[config.mk]
export PLATFORM = sky130hd
export DESIGN_NAME = apm_ram
export DESIGN_NICKNAME = d
export VERILOG_FILES = /design/src/hdl/apm_ram.sv
export SDC_FILE = /design/constraint.sdc
export NUM_CORES = 1
export LEC_CHECK = 0
export BUFFER_PORTS_ARGS = -buffer_cell sky130_fd_sc_hd__buf_2
export CORE_MARGIN = 4
export CORE_UTILIZATION = 40
export DETAILED_ROUTE_END_ITERATION = 10
export GPL_TIMING_DRIVEN = 0
export SLEW_MARGIN = 25
export SYNTH_ARGS = -nofsm -noshare
export SYNTH_HDL_FRONTEND = slang
export SYNTH_SLANG_ARGS = --single-unit
[constraint.sdc]
create_clock -name clk -period 7.9 [get_ports clk]
set_input_delay 2.37 -clock clk [delete_from_list [all_inputs] [get_ports clk]]
set_output_delay 2.37 -clock clk [all_outputs]
set_load 0.02 [all_outputs]
[src/hdl/apm_ram.sv]
// generic single-write, single-read ram with registered read data
module apm_ram #(
  parameter int WIDTH = 8,
  parameter int DEPTH = 32,
  localparam int AW = (DEPTH > 1) ? $clog2(DEPTH) : 1
) (
  input  logic             clk,
  input  logic             we,
  input  logic [AW-1:0]    waddr,
  input  logic [WIDTH-1:0] wdata,
  input  logic             re,
  input  logic [AW-1:0]    raddr,
  output logic [WIDTH-1:0] rdata
);

  logic [WIDTH-1:0] mem [DEPTH];

  always_ff @(posedge clk) begin
    if (we) begin
      mem[waddr] <= wdata;
    end
    if (re) begin
      rdata <= mem[raddr];
    end
  end

endmodule

==> flow_results.org <==
** Detailed routing
- Count of nets left with antenna violations after detail routing :: 0
- Post-Route WL :: 20.41 mm
- In the final routed layout, each cell accounts on average for 25.17 µm.
- In the routed layout, each cell is associated on average with a via count of 5.450.
- The pre-antenna-repair detailed-routing pass consisted of 8 iterations.
- After the first detailed-routing iteration, the DRC count stood at 514.
- In the routed design, unresolved DRC markers number 0.
- Via count :: 4420

** CTS
- Hold-fix buffer count after cts :: 0
- The number of gates resized after CTS was 0.
- Buffers from clock root to sink, at most :: 3
- Number of buffers created by CTS :: 27
- CTS tree :: yes
- The number of setup buffers added after CTS is 0.
- The clock net in this run drives a total of 264 sinks.
- In this run the number of H-tree levels came out at 1.
- Clock latency on the worst-skew pair, taken at its later pin, is 520 ps.
- Clock tree synthesis selected as its root buffer the cell clkbuf_16.
- Clock-pin slew was measured on the worst setup and hold paths at 60 ps.

** Layout
- Post-Layout Inst Area :: 0.01146 mm²
- Area Growth Syn to Fin :: 13.06%
- After filler insertion, the fill cell instance count of the layout stands at 2015.
- In the final layout, the share of cells above drive strength 1 is 0.3285.
- After the last flow step, the layout net total stands at 490.
- The number of antenna diodes in the final layout is 0.

** Critical path
- RR Startpoint :: mem[21][3]
- In this design, the largest share of critical-path delay is due to multiplexers.
- Worst Reg2Reg Path Length in Cells :: 3
- Worst-path fanout max :: 10
- For this design, the slowest cell found on the critical path is buf_1.
- Tracing the worst setup path back leads to its startpoint at raddr[2].
- The worst setup path is captured at a register.
- Data on the critical path arrives at its endpoint at 4730 ps.
- Data on the critical path is required at its endpoint by 8170 ps.
- Cells along the critical path :: clkbuf_1 -> buf_1 -> mux4_2 -> mux4_2 -> mux2_2
- Worst path max stage delay :: 670 ps
- The endpoint identified for the worst register-to-register timing path is rdata[3].
- Following the worst setup path forward leads to its endpoint at rdata[1].
- Total number of cells along the worst setup path :: 5
- The number of buffers and inverters on the critical path is 2.
- The setup check on the worst reg-to-reg path leaves a slack of 5930 ps.
- The critical path in this run is classified as input port to register.
- Startpoint kind of the worst setup timing path :: input port
- Most used cell along the critical path :: mux4_2

** Power
- Of the total power, the clock network draws 0.402.
- Of the total power, combinational logic draws 0.052.
- The share of total power dissipated in sequential elements is 0.546.
- Summed over all nets, the switching power comes to 592.4 µW.
- Net Sw Frac :: 0.2062
- The internal portion of the total power is 2.281 mW.
- The analysis attributes to cell leakage a power of 3.505 nW.
- Pwr dens :: 250.8 mW/mm²
- Worst vdd ir :: 0.0001243 V

** Timing
- The final-report max-slew violation count came to 0.
- The worst path needs 4465 ps of the cycle, external delays included.
- For the final routed database, the setup TNS stands at 0 ps.
- Unrepaired setup endpoints after global routing :: false
- Measured against its own limit, the worst slew margin works out to 0.3502.
- The number of hold violations in the final report is 0.
- Post-route clock period utilization :: 0.5652
- Worst Skew :: 6.362 ps
- Setup violations remaining at the end of the flow were counted as 0.
- Max Clk Rate :: 0.2240 GHz
- Worst Max-Slew Pin Slew :: 971.2 ps

** Floorplan
- Vertical die dimension :: 167.2 µm
- The initialized floorplan defines 57 standard-cell rows.
- Die Span X :: 167.2 µm
- The floorplan step defined a die boundary enclosing 0.02794 mm².
- For this configuration, the core starts out at a cell density of 0.4118.
- 29 I/O pins were placed.
- The region available for standard cell placement spans 0.02460 mm².

** GRT
- Global-route wire length before repair :: 30.35 mm
- Across every metal layer, demand over resource in global routing totals 0.1461.
- Entering global routing, the biggest net connects 33 pins.
- Vias in the first global route :: 4572
- Sum of overflow across all layers after global routing :: 0
- The initial antenna violation count came to 1.

** Logic synthesis
- Portion of the post-synthesis area used by sequential elements :: 0.7823
- After synthesis the cells add up to 0.01013 mm².
- Synthesis produced a netlist whose cell count is 417.
- Library cells used by synthesis :: 14
- Mean post-synth cell area :: 24.30 µm²
- Total of flip-flops plus latches after synthesis :: 264
- Net Count, Synth :: 438
- During synthesis, Yosys emitted a total of 0 warnings.

** Placed design
- Once placement finished, the instance area stood at 0.01065 mm².
- Number of port buffers :: 23
- Routability Congestion :: 0.7637
- Placed wire-length estimate after detailed placement :: 13.22 mm

** Worst hold path
- The worst hold path belongs to the class register to register.

** Run status
- The run finished with clean final reports.

** Job
- Reported max-cap violation count :: 0
==> final cells by class <==
cell class	instances	area, µm²	share of cell area
Sequential cell	264	7928	0.6919
Buffer	20	106.4	0.009283
Clock inverter	17	116.4	0.01016
Multi-Input combinational cell	133	2100	0.1832
Timing Repair Buffer	23	115.1	0.01005
Tap cell	324	405.4	0.03538
Clock buffer	30	686.9	0.05995
==> power by group through the flow <==
stage | Sequential [mW] | Clock, mW | Combinational (mW)
5_1_grt | 1.57 | 1.24 | 0.162
3_5_place_dp | 1.60 | 0 | 0.153
6_report | 1.57 | 1.16 | 0.151
3_3_place_gp | 1.60 | 0 | 0.149
4_1_cts | 1.57 | 1.18 | 0.153
2_1_floorplan | 1.60 | 0 | 0.0831
==> cells in the mapped netlist, drive strengths merged <==
master,number,area share
nand2,1,0.00037
mux2,8,0.0089
nor2,33,0.012
nand3,2,0.00099
nand3b,5,0.0037
clkbuf,6,0.0022
buf,14,0.0083
edfxtp,264,0.78
mux4,80,0.18
or3b,3,0.0026
or3,1,0.00062
==> worst reg2reg max path: stages, from the launching register on <==
cell      delay (ps)
edfxtp_1         370
mux4_2           550
mux4_2           520
mux2_2           290
==> how the worst min path moves through the flow <==
stage                     to  slack (ps)  cells past startpoint       start
floorplan           rdata[0]         940                      3  mem[12][0]
global placement    rdata[6]         980                      3   mem[6][6]
detailed placement  rdata[3]        1000                      3  mem[14][3]
CTS                 rdata[3]        1030                      3  mem[14][3]
global route        rdata[6]        1040                      3   mem[2][6]
finish              rdata[3]        1020                      3  mem[14][3]
==> state kept, by name, summed over array words and instances (netlist names) <==
name and cells:
rdata 8, mem 256
==> cells in the final DEF, fill, tap and decap left out, drive strengths merged <==
cell / n
edfxtp: 264
bufinv: 1
mux4: 80
nand2: 1
nand3: 2
or3: 1
buf: 37
clkinv: 12
mux2: 8
or3b: 3
nor2: 33
nand3b: 5
clkbuf: 36
clkinvlp: 4
==> metrics by stage <==
step / cells / hold WS [ps] / power [mW] / utilization / setup slack [ps]
floorplan: 417 / 940.6 / 1.685 / - / 3588
global placement: 764 / 980.9 / 1.745 / 0.4330 / 2907
detailed placement: 764 / 997.9 / 1.750 / 0.4330 / 2871
CTS: 811 / 1029 / 2.900 / 0.4657 / 3421
global route: 811 / 1039 / 2.968 / 0.4657 / 3369
finish: 811 / 1022 / 2.874 / 0.4657 / 3435
==> routing by layer <==
| metal | part of all wire | track usage |
|---|---|---|
| met1 | 0.45 | 0.2241 |
| met4 | 0.015 | 0.03317 |
| met2 | 0.47 | 0.2242 |
| met3 | 0.059 | 0.02357 |
| met5 | 0.00098 | 0 |
==> kinds of logic (layout without fill, tap and decap cells) <==
family                 count (synthesis)  after routing  synth area share
buffers and inverters                 20             90           0.01049
and+or+nand+nor                       45             45           0.02050
DFF                                  264            264            0.7823
muxes                                 88             88            0.1867
No activity file was read; power rests on OpenSTA's default activity.
